`src/hw/rtl/dwpst_pkg.sv`:
```
// Shared types and constants for the dual-wheel PID speed trim.
`timescale 1ns / 1ps

package dwpst_pkg;

  localparam int COUNT_BITS_DEF = 12;
  localparam int SUM_BITS_DEF   = 32;

  localparam int SPEED_W = 15;
  localparam int GAIN_W  = 16;
  localparam int BAND_W  = 8;
  localparam int DUTY_W  = 16;
  localparam int CFG_IDX_W  = 3;
  localparam int CFG_DATA_W = 16;

  localparam logic [CFG_IDX_W-1:0] CFG_SPEED_LEFT  = 3'd0;
  localparam logic [CFG_IDX_W-1:0] CFG_SPEED_RIGHT = 3'd1;
  localparam logic [CFG_IDX_W-1:0] CFG_GAIN_P      = 3'd2;
  localparam logic [CFG_IDX_W-1:0] CFG_GAIN_D      = 3'd3;
  localparam logic [CFG_IDX_W-1:0] CFG_GAIN_I      = 3'd4;
  localparam logic [CFG_IDX_W-1:0] CFG_DEAD_BAND   = 3'd5;

  localparam logic [SPEED_W-1:0] SPEED_RST  = 15'd15000;
  localparam logic [GAIN_W-1:0]  GAIN_P_RST = 16'd1966;
  localparam logic [GAIN_W-1:0]  GAIN_D_RST = 16'd9830;
  localparam logic [GAIN_W-1:0]  GAIN_I_RST = 16'd328;
  localparam logic [BAND_W-1:0]  BAND_RST   = 8'd3;

  typedef enum logic [3:0] {
    ST_IDLE,
    ST_MUL_P,
    ST_MUL_D,
    ST_MUL_I,
    ST_ADD_I,
    ST_CLAMP,
    ST_MUL_DUTY,
    ST_STORE,
    ST_OUT
  } state_t;

endpackage

```
`src/hw/rtl/dwpst_in_if.sv`:
```
// Input channel carrying the target and encoder counts of one beat.
`timescale 1ns / 1ps

interface dwpst_in_if #(
  parameter int COUNT_BITS = dwpst_pkg::COUNT_BITS_DEF
);
  logic                  valid;
  logic                  ready;
  logic [COUNT_BITS-1:0] target_count;
  logic [COUNT_BITS-1:0] left_count;
  logic [COUNT_BITS-1:0] right_count;

  modport source (output valid, output target_count, output left_count,
                  output right_count, input ready);
  modport sink (input valid, input target_count, input left_count,
                input right_count, output ready);
endinterface

```
`src/hw/rtl/dwpst_out_if.sv`:
```
// Result channel carrying the two wheel duties of one beat.
`timescale 1ns / 1ps

interface dwpst_out_if;
  logic                           valid;
  logic                           ready;
  logic [dwpst_pkg::DUTY_W-1:0]   left_duty;
  logic [dwpst_pkg::DUTY_W-1:0]   right_duty;
  logic                           corrected;

  modport source (output valid, output left_duty, output right_duty,
                  output corrected, input ready);
  modport sink (input valid, input left_duty, input right_duty,
                input corrected, output ready);
endinterface

```
`src/hw/rtl/dual_wheel_pid_speed_trim.sv`:
```
// Dual-wheel PID speed trim with deadband, built around one shared multiplier.
// A beat outside the deadband runs seven sequencer steps per wheel, wheels in turn;
// a beat inside the deadband goes straight from ST_IDLE to ST_OUT. The result beat is
// held in ST_OUT until out_ch.ready, and the next input beat is taken only back in ST_IDLE.
// Synchronous active-low reset restores the register defaults and clears the sequencer,
// integrator, history and held-duty state; the err, prod, acc and ob registers are not reset.
`timescale 1ns / 1ps

module dual_wheel_pid_speed_trim #(
  parameter int COUNT_BITS = dwpst_pkg::COUNT_BITS_DEF,
  parameter int SUM_BITS   = dwpst_pkg::SUM_BITS_DEF
) (
  input  logic                               clk,
  input  logic                               rst_n,
  input  logic                               cfg_we,
  input  logic [dwpst_pkg::CFG_IDX_W-1:0]    cfg_index,
  input  logic [dwpst_pkg::CFG_DATA_W-1:0]   cfg_data,
  dwpst_in_if.sink                           in_ch,
  dwpst_out_if.source                        out_ch
);

  localparam int EW  = COUNT_BITS + 1;
  localparam int DW  = COUNT_BITS + 2;
  localparam int SW0 = (SUM_BITS > EW) ? SUM_BITS : EW;
  localparam int SW  = SW0 + 1;
  localparam int MB0 = (SUM_BITS > DW) ? SUM_BITS : DW;
  localparam int MB  = (MB0 > 19) ? MB0 : 19;
  localparam int MA  = 18;
  localparam int PW  = MA + MB;
  localparam int AW  = 35;
  localparam int OBW = 18;

  localparam logic signed [PW-1:0] PW_ONE = PW'(65536);
  localparam logic signed [AW-1:0] A_ONE  = AW'(65536);
  localparam logic signed [AW-1:0] A_MONE = -AW'(65536);

  dwpst_pkg::state_t state_r, state_nxt;

  logic [dwpst_pkg::SPEED_W-1:0] speed_l_r, speed_r_r;
  logic [dwpst_pkg::GAIN_W-1:0]  gain_p_r, gain_d_r, gain_i_r;
  logic [dwpst_pkg::BAND_W-1:0]  band_r;

  logic signed [EW-1:0]       err_l_r, err_l_nxt, err_r_r, err_r_nxt;
  logic signed [EW-1:0]       prev_l_r, prev_l_nxt, prev_r_r, prev_r_nxt;
  logic signed [SUM_BITS-1:0] sum_l_r, sum_l_nxt, sum_r_r, sum_r_nxt;
  logic [dwpst_pkg::DUTY_W-1:0] held_l_r, held_l_nxt, held_r_r, held_r_nxt;
  logic                       corr_r, corr_nxt;
  logic                       wheel_r, wheel_nxt;
  logic signed [PW-1:0]       prod_r, prod_nxt;
  logic signed [AW-1:0]       acc_r, acc_nxt;
  logic [OBW-1:0]             ob_r, ob_nxt;

  logic signed [EW-1:0]       err_in_l, err_in_r, err_cur, prev_cur;
  logic signed [SUM_BITS-1:0] sum_cur, sum_upd;
  logic signed [DW-1:0]       diff;
  logic signed [SW-1:0]       sum_wide;
  logic                       quiet, in_acc;
  logic signed [MA-1:0]       mul_a;
  logic signed [MB-1:0]       mul_b;
  logic signed [31:0]         term32;
  logic signed [AW-1:0]       term_p, out_cl;

  assign in_acc = in_ch.valid && in_ch.ready;

  assign err_in_l = EW'({1'b0, in_ch.target_count}) - EW'({1'b0, in_ch.left_count});
  assign err_in_r = EW'({1'b0, in_ch.target_count}) - EW'({1'b0, in_ch.right_count});
  assign quiet = !err_in_l[EW-1] && (32'(err_in_l) <= 32'(band_r)) &&
                 !err_in_r[EW-1] && (32'(err_in_r) <= 32'(band_r));

  assign err_cur  = wheel_r ? err_r_r  : err_l_r;
  assign prev_cur = wheel_r ? prev_r_r : prev_l_r;
  assign sum_cur  = wheel_r ? sum_r_r  : sum_l_r;
  assign diff     = DW'(err_cur) - DW'(prev_cur);

  assign sum_wide = SW'(sum_cur) + SW'(err_cur);
  assign sum_upd  = (&sum_wide[SW-1:SUM_BITS-1] || ~|sum_wide[SW-1:SUM_BITS-1]) ?
                    sum_wide[SUM_BITS-1:0] :
                    {sum_wide[SW-1], {(SUM_BITS-1){~sum_wide[SW-1]}}};

  assign term32 = (&prod_r[PW-1:31] || ~|prod_r[PW-1:31]) ? prod_r[31:0] :
                  {prod_r[PW-1], {31{~prod_r[PW-1]}}};

  assign term_p = prod_r[PW-1] ? '0 : ((prod_r > PW_ONE) ? A_ONE : AW'(prod_r));

  assign out_cl = (acc_r > A_ONE) ? A_ONE : ((acc_r < A_MONE) ? '0 : acc_r);

  always_comb begin
    mul_a = '0;
    mul_b = '0;
    case (state_r)
      dwpst_pkg::ST_MUL_P: begin
        mul_a = MA'($signed({1'b0, gain_p_r}));
        mul_b = MB'(err_cur);
      end
      dwpst_pkg::ST_MUL_D: begin
        mul_a = MA'($signed({1'b0, gain_d_r}));
        mul_b = MB'(diff);
      end
      dwpst_pkg::ST_MUL_I: begin
        mul_a = MA'($signed({1'b0, gain_i_r}));
        mul_b = MB'(sum_cur);
      end
      dwpst_pkg::ST_MUL_DUTY: begin
        mul_a = MA'($signed({1'b0, (wheel_r ? speed_r_r : speed_l_r)}));
        mul_b = MB'($signed({1'b0, ob_r}));
      end
      default: begin
        mul_a = '0;
        mul_b = '0;
      end
    endcase
  end

  always_comb begin
    state_nxt = state_r;
    case (state_r)
      dwpst_pkg::ST_IDLE: begin
        if (in_acc) state_nxt = quiet ? dwpst_pkg::ST_OUT : dwpst_pkg::ST_MUL_P;
      end
      dwpst_pkg::ST_MUL_P:    state_nxt = dwpst_pkg::ST_MUL_D;
      dwpst_pkg::ST_MUL_D:    state_nxt = dwpst_pkg::ST_MUL_I;
      dwpst_pkg::ST_MUL_I:    state_nxt = dwpst_pkg::ST_ADD_I;
      dwpst_pkg::ST_ADD_I:    state_nxt = dwpst_pkg::ST_CLAMP;
      dwpst_pkg::ST_CLAMP:    state_nxt = dwpst_pkg::ST_MUL_DUTY;
      dwpst_pkg::ST_MUL_DUTY: state_nxt = dwpst_pkg::ST_STORE;
      dwpst_pkg::ST_STORE:    state_nxt = wheel_r ? dwpst_pkg::ST_OUT : dwpst_pkg::ST_MUL_P;
      dwpst_pkg::ST_OUT: begin
        if (out_ch.ready) state_nxt = dwpst_pkg::ST_IDLE;
      end
      default:     state_nxt = dwpst_pkg::ST_IDLE;
    endcase
  end

  always_comb begin
    in_ch.ready       = (state_r == dwpst_pkg::ST_IDLE);
    out_ch.valid      = (state_r == dwpst_pkg::ST_OUT);
    out_ch.left_duty  = held_l_r;
    out_ch.right_duty = held_r_r;
    out_ch.corrected  = corr_r;

    err_l_nxt  = err_l_r;
    err_r_nxt  = err_r_r;
    prev_l_nxt = prev_l_r;
    prev_r_nxt = prev_r_r;
    sum_l_nxt  = sum_l_r;
    sum_r_nxt  = sum_r_r;
    held_l_nxt = held_l_r;
    held_r_nxt = held_r_r;
    corr_nxt   = corr_r;
    wheel_nxt  = wheel_r;
    prod_nxt   = PW'(mul_a) * PW'(mul_b);
    acc_nxt    = acc_r;
    ob_nxt     = ob_r;

    case (state_r)
      dwpst_pkg::ST_IDLE: begin
        if (in_acc) begin
          err_l_nxt = err_in_l;
          err_r_nxt = err_in_r;
          corr_nxt  = !quiet;
          wheel_nxt = 1'b0;
        end
      end
      dwpst_pkg::ST_MUL_D: acc_nxt = term_p;
      dwpst_pkg::ST_MUL_I: acc_nxt = acc_r + AW'(term32);
      dwpst_pkg::ST_ADD_I: begin
        acc_nxt = acc_r + AW'(term32);
        if (wheel_r) begin
          prev_r_nxt = err_cur;
          sum_r_nxt  = sum_upd;
        end else begin
          prev_l_nxt = err_cur;
          sum_l_nxt  = sum_upd;
        end
      end
      dwpst_pkg::ST_CLAMP: ob_nxt = OBW'(A_ONE + out_cl);
      dwpst_pkg::ST_STORE: begin
        if (wheel_r) held_r_nxt = prod_r[31:16];
        else held_l_nxt = prod_r[31:16];
        wheel_nxt = 1'b1;
      end
      default: begin
        acc_nxt = acc_r;
      end
    endcase
  end

  always_ff @(posedge clk) begin
    if (!rst_n) begin
      state_r   <= dwpst_pkg::ST_IDLE;
      speed_l_r <= dwpst_pkg::SPEED_RST;
      speed_r_r <= dwpst_pkg::SPEED_RST;
      gain_p_r  <= dwpst_pkg::GAIN_P_RST;
      gain_d_r  <= dwpst_pkg::GAIN_D_RST;
      gain_i_r  <= dwpst_pkg::GAIN_I_RST;
      band_r    <= dwpst_pkg::BAND_RST;
      prev_l_r  <= '0;
      prev_r_r  <= '0;
      sum_l_r   <= '0;
      sum_r_r   <= '0;
      held_l_r  <= '0;
      held_r_r  <= '0;
      corr_r    <= 1'b0;
      wheel_r   <= 1'b0;
    end else begin
      state_r  <= state_nxt;
      prev_l_r <= prev_l_nxt;
      prev_r_r <= prev_r_nxt;
      sum_l_r  <= sum_l_nxt;
      sum_r_r  <= sum_r_nxt;
      held_l_r <= held_l_nxt;
      held_r_r <= held_r_nxt;
      corr_r   <= corr_nxt;
      wheel_r  <= wheel_nxt;
      if (cfg_we) begin
        case (cfg_index)
          dwpst_pkg::CFG_SPEED_LEFT:  speed_l_r <= cfg_data[dwpst_pkg::SPEED_W-1:0];
          dwpst_pkg::CFG_SPEED_RIGHT: speed_r_r <= cfg_data[dwpst_pkg::SPEED_W-1:0];
          dwpst_pkg::CFG_GAIN_P:      gain_p_r  <= cfg_data[dwpst_pkg::GAIN_W-1:0];
          dwpst_pkg::CFG_GAIN_D:      gain_d_r  <= cfg_data[dwpst_pkg::GAIN_W-1:0];
          dwpst_pkg::CFG_GAIN_I:      gain_i_r  <= cfg_data[dwpst_pkg::GAIN_W-1:0];
          dwpst_pkg::CFG_DEAD_BAND:   band_r    <= cfg_data[dwpst_pkg::BAND_W-1:0];
          default: begin
          end
        endcase
      end
    end
  end

  always_ff @(posedge clk) begin
    err_l_r <= err_l_nxt;
    err_r_r <= err_r_nxt;
    prod_r  <= prod_nxt;
    acc_r   <= acc_nxt;
    ob_r    <= ob_nxt;
  end

endmodule
```
`src/flat_wrapper.sv`:
```
// flat-port wrapper written by rule: the top's interface ports become plain ports
module dual_wheel_pid_speed_trim_flat 
#(
  parameter int COUNT_BITS = dwpst_pkg::COUNT_BITS_DEF,
  parameter int SUM_BITS   = dwpst_pkg::SUM_BITS_DEF
)
  (clk, rst_n, cfg_we, cfg_index, cfg_data, in_ch_valid, in_ch_target_count, in_ch_left_count, in_ch_right_count, in_ch_ready, out_ch_valid, out_ch_left_duty, out_ch_right_duty, out_ch_corrected, out_ch_ready);
  dwpst_in_if #(.COUNT_BITS(COUNT_BITS)) in_ch_i ();
  dwpst_out_if out_ch_i ();
  input  logic clk;
  input  logic rst_n;
  input  logic cfg_we;
  input  logic [dwpst_pkg::CFG_IDX_W-1:0] cfg_index;
  input  logic [dwpst_pkg::CFG_DATA_W-1:0] cfg_data;
  input wire logic [$bits(in_ch_i.valid)-1:0] in_ch_valid;
  input wire logic [$bits(in_ch_i.target_count)-1:0] in_ch_target_count;
  input wire logic [$bits(in_ch_i.left_count)-1:0] in_ch_left_count;
  input wire logic [$bits(in_ch_i.right_count)-1:0] in_ch_right_count;
  output wire logic [$bits(in_ch_i.ready)-1:0] in_ch_ready;
  output wire logic [$bits(out_ch_i.valid)-1:0] out_ch_valid;
  output wire logic [$bits(out_ch_i.left_duty)-1:0] out_ch_left_duty;
  output wire logic [$bits(out_ch_i.right_duty)-1:0] out_ch_right_duty;
  output wire logic [$bits(out_ch_i.corrected)-1:0] out_ch_corrected;
  input wire logic [$bits(out_ch_i.ready)-1:0] out_ch_ready;
  assign in_ch_i.valid = in_ch_valid;
  assign in_ch_i.target_count = in_ch_target_count;
  assign in_ch_i.left_count = in_ch_left_count;
  assign in_ch_i.right_count = in_ch_right_count;
  assign in_ch_ready = in_ch_i.ready;
  assign out_ch_valid = out_ch_i.valid;
  assign out_ch_left_duty = out_ch_i.left_duty;
  assign out_ch_right_duty = out_ch_i.right_duty;
  assign out_ch_corrected = out_ch_i.corrected;
  assign out_ch_i.ready = out_ch_ready;
  dual_wheel_pid_speed_trim #(.COUNT_BITS(COUNT_BITS), .SUM_BITS(SUM_BITS)) u_core (.clk(clk), .rst_n(rst_n), .cfg_we(cfg_we), .cfg_index(cfg_index), .cfg_data(cfg_data), .in_ch(in_ch_i), .out_ch(out_ch_i));
endmodule
```
`config.mk`:
```
export PLATFORM = sky130hd
export DESIGN_NAME = dual_wheel_pid_speed_trim_flat
export DESIGN_NICKNAME = d
export VERILOG_FILES = /design/src/hw/rtl/dwpst_pkg.sv /design/src/hw/rtl/dwpst_in_if.sv /design/src/hw/rtl/dwpst_out_if.sv /design/src/hw/rtl/dual_wheel_pid_speed_trim.sv /design/src/flat_wrapper.sv
export SDC_FILE = /design/constraint.sdc
export NUM_CORES = 2
export LEC_CHECK = 0
export BUFFER_PORTS_ARGS = -buffer_cell sky130_fd_sc_hd__buf_4
export CAP_MARGIN = 15
export CORE_MARGIN = 2
export CORE_UTILIZATION = 60
export CTS_CLUSTER_SIZE = 24
export DETAILED_ROUTE_END_ITERATION = 8
export GPL_ROUTABILITY_DRIVEN = 1
export HOLD_SLACK_MARGIN = 0.08
export PLACE_DENSITY = 0.89
export SKIP_LAST_GASP = 1
export SYNTH_ARGS = -nofsm -noshare
export SYNTH_HDL_FRONTEND = slang
export SYNTH_SLANG_ARGS = --single-unit
```
`constraint.sdc`:
```
create_clock -name clk -period 13.8 [get_ports clk]
set_input_delay 4.14 -clock clk [delete_from_list [all_inputs] [get_ports clk]]
set_output_delay 4.14 -clock clk [all_outputs]
set_load 0.01 [all_outputs]
```
==> flow_metrics.py <==
metrics = {
    "floorplanning": {
        "start_util": 0.606,
        "dieArea_sq_mm": 0.0630,
        "die_w_um": 251,
        "ios": 95,
        "core_sq_mm": 0.0604,
        "die_y_um": 251,
        "rows": 90,
    },
    "layout": {
        "final_cell_mix": "nand2_1 (787), inv_1 (683), fa_1 (494), nor2_1 (320), dfxtp_1 (262)",
        "drive_gt1_frac": 0.0676,
        "area_growth_pct": 8.04,
        "layout_commonest_cell": "nand2_1",
        "multi_input_area_sq_mm": 0.0259,
        "design_area_sq_mm": 0.0395,
        "final_nets": 5081,
        "instances_no_fill": 5104,
        "ff_latch_area_sq_mm": 0.00764,
        "n_fill_cell": 4598,
    },
    "place": {
        "post-dp-hpwl_um": 78200,
        "gp_congestion": 1.02,
        "portBuffers": 94,
        "post-place-ws_ns": 2.86,
        "place_area_sq_mm": 0.0382,
        "dp_cells": 5031,
    },
    "cts": {
        "cts_htree_levels": 2,
        "root_buffer": "clkbuf_16",
        "cts_resized": 0,
        "cts.sinks": 342,
        "cts_buffer_depth": 3,
        "cts.reportedPaths.clkPinSlew_ns": 0.07,
        "cts_hold_buf": 0,
        "post_cts_buffers": 0,
        "cts_tree": "done",
        "insertion_delay_ns": 0.58,
        "cts_buffers": 39,
    },
    "power": {
        "power-per-cell-area_mw_per_mm2": 127,
        "ir_drop_uv": 130,
        "p_leak_nw": 18.3,
        "finalPower_mw": 5.01,
    },
    "grt": {
        "grt_util_all_layers": 0.336,
        "grt_max_degree": 123,
        "grt_pass1_wl_um": 168000,
        "grt_pass1_vias": 32200,
        "grt_overflow": 0,
        "grt_antenna_before_repair": 1,
    },
    "routing": {
        "num_vias": 31000,
        "firstDrtPassIters": 6,
        "ant_nets": 0,
        "first_iter_violations": 3452,
        "wl_per_cell_um": 20.1,
        "wl_um": 103000,
        "drc": 0,
        "viasPerCell": 6.08,
    },
    "setup_path": {
        "crit_top_cell": "fa_1",
        "cpPeakStageDelay_ns": 0.82,
        "arrival_ns": 11.68,
        "critPathBufInv": 6,
        "cp-end-kind": "register",
        "critPathTopFamily": "compound AO/OA/AOI/OAI gates",
        "cp_max_fo": 41,
        "critPathRequiredTime_ns": 14.24,
        "cp_slowest_cell": "dfxtp_4",
        "cp-start-kind": "register",
        "worstSetupPathType": "reg2reg",
    },
    "synth": {
        "synth_top_cell_area_share": 0.270,
        "synth.area.top_cells": "fa_1 (27%), dfxtp_1 (14%), nand2_1 (8.1%), ha_1 (8.1%), inv_1 (7.0%)",
        "synth_flop_cell": "dfxtp_1",
        "synth_cells": 4275,
        "yosys.cell_types.count": 81,
        "synth-edff-count": 79,
        "syn-cell-area_sq_mm": 0.0366,
        "synth_nets": 5065,
        "yosysTopAreaCell": "fa_1",
        "syn-mean-instance-area_sq_um": 8.56,
        "yosysWarnings": 0,
        "ys_async_sr_fraction": 0,
        "ys_seq_area_frac": 0.209,
        "synth-seq-cells": 342,
    },
    "timing": {
        "slew_violations": 0,
        "min_period_ns": 11.24,
        "rsz0062_at_grt": "no",
        "setup_violations": 0,
        "final_hold_viol_count": 0,
        "period_share": 0.814,
        "tns_ns": 0,
        "relSlewSlack": 0.152,
        "fmax_ghz": 0.0890,
        "worst_slew_pin_slew_ns": 1.27,
        "fin_skew_ns": 0.0333,
        "final.setup.worst_slack_ns": 2.56,
    },
    "worst_hold_path": {
        "hp-class": "reg2reg",
    },
    "job": {
        "max_cap_viol_count": 0,
    },
    "run_status": {
        "status": "completed",
    },
}
-- worst register-to-register path, delay by kind of cell (launching register included) --
kind	cells	cell delay, ns
buffers and inverters	6	1.11
adders and majority gates	8	3.83
and+or+nand+nor	4	0.69
AOI/OAI and AO/OA	15	4.26
xor gates and xnor gates	1	0.16
DFF	1	0.82
muxes	1	0.23
-- final timing paths --
path,depth (start not counted),endpoint,start,slack [ns]
setup / recovery,35,u_core.prod_r[43]$_DFF_P_,u_core.wheel_r$_SDFFE_PN0P_,2.56
hold / removal,2,u_core.sum_r_r[5]$_SDFFE_PN0P_,u_core.sum_r_r[5]$_SDFFE_PN0P_,0.45
hold reg to reg,2,u_core.sum_r_r[5]$_SDFFE_PN0P_,u_core.sum_r_r[5]$_SDFFE_PN0P_,0.45
setup reg to reg,35,u_core.prod_r[43]$_DFF_P_,u_core.wheel_r$_SDFFE_PN0P_,2.56
-- cells in the mapped netlist, drive strengths merged, types with 11 or more instances --
cell and number:
a21o 70, a221o 21, edfxtp 79, and3 24, nand4 23, a211oi 16, o21ai 136, or3 11
a21boi 111, o21a 28, xor2 51, mux2i 36, clkbuf 159, nor3 27, a21oi 192, nand2b 30
a221oi 22, o211ai 15, dfxtp 263, nor2b 27, nand3 59, mux2 39, o21bai 11, and2 34
fa 494, nor4 24, o211a 13, nand2 788, xnor2 82, inv 683, nor2 322, ha 236
buf 11
-- power breakdown --
part | leakage (nW) | internal [mW] | switching, mW
Combinational | 14.7 | 0.996 | 1.67
Sequential | 2.88 | 1.15 | 0.107
Clock | 0.662 | 0.640 | 0.451
Total | 18.3 | 2.79 | 2.23
-- flip-flops by register name (all words and copies together) (netlist names), 18 cells and up --
register,flops
u_core.sum_r_r,32
u_core.sum_l_r,32
u_core.prod_r,49
u_core.acc_r,35
u_core.ob_r,18
-- cell families (layout without fill, tap and decap cells) --
group / count (synthesis) / after routing / synth area share
buffers and inverters: 853 / 899 / 0.0875
xor gates and xnor gates: 133 / 133 / 0.0318
DFF: 342 / 342 / 0.209
and+or+nand+nor: 1404 / 1404 / 0.163
muxes: 75 / 75 / 0.0218
adders and majority gates: 736 / 736 / 0.353
other: 0 / 1 / 0
AOI/OAI and AO/OA: 732 / 732 / 0.134
-- cell type report --
| type | count | share of cell area |
|---|---|---|
| repair buffers | 145 | 0.0280 |
| multi-input cells | 3080 | 0.655 |
| inverters | 683 | 0.0648 |
| well taps | 782 | 0.0247 |
| diodes | 1 | 0.0000633 |
| clock buffers | 52 | 0.0285 |
| flip-flops and latches | 342 | 0.193 |
| clock inverters | 19 | 0.00595 |
-- layer usage --
| layer | GRT usage | share of wire | vias to the layer above |
|---|---|---|---|
| li1 | - | - | 13800 |
| met4 | 0.195 | 0.067 | 0 |
| met5 | 0 | 0 | - |
| met2 | 0.543 | 0.46 | 1774 |
| met3 | 0.0756 | 0.11 | 482 |
| met1 | 0.417 | 0.36 | 15000 |
-- per-stage QoR --
| step | utilization | hold WS [ns] |
|---|---|---|
| after CTS | 0.655 | 0.454 |
| after floorplan | - | 0.420 |
| after global placement | 0.632 | 0.430 |
| after detailed placement | 0.632 | 0.439 |
| after global routing | 0.655 | 0.474 |
| final | 0.655 | 0.453 |
(Power assumes the default switching activity.)
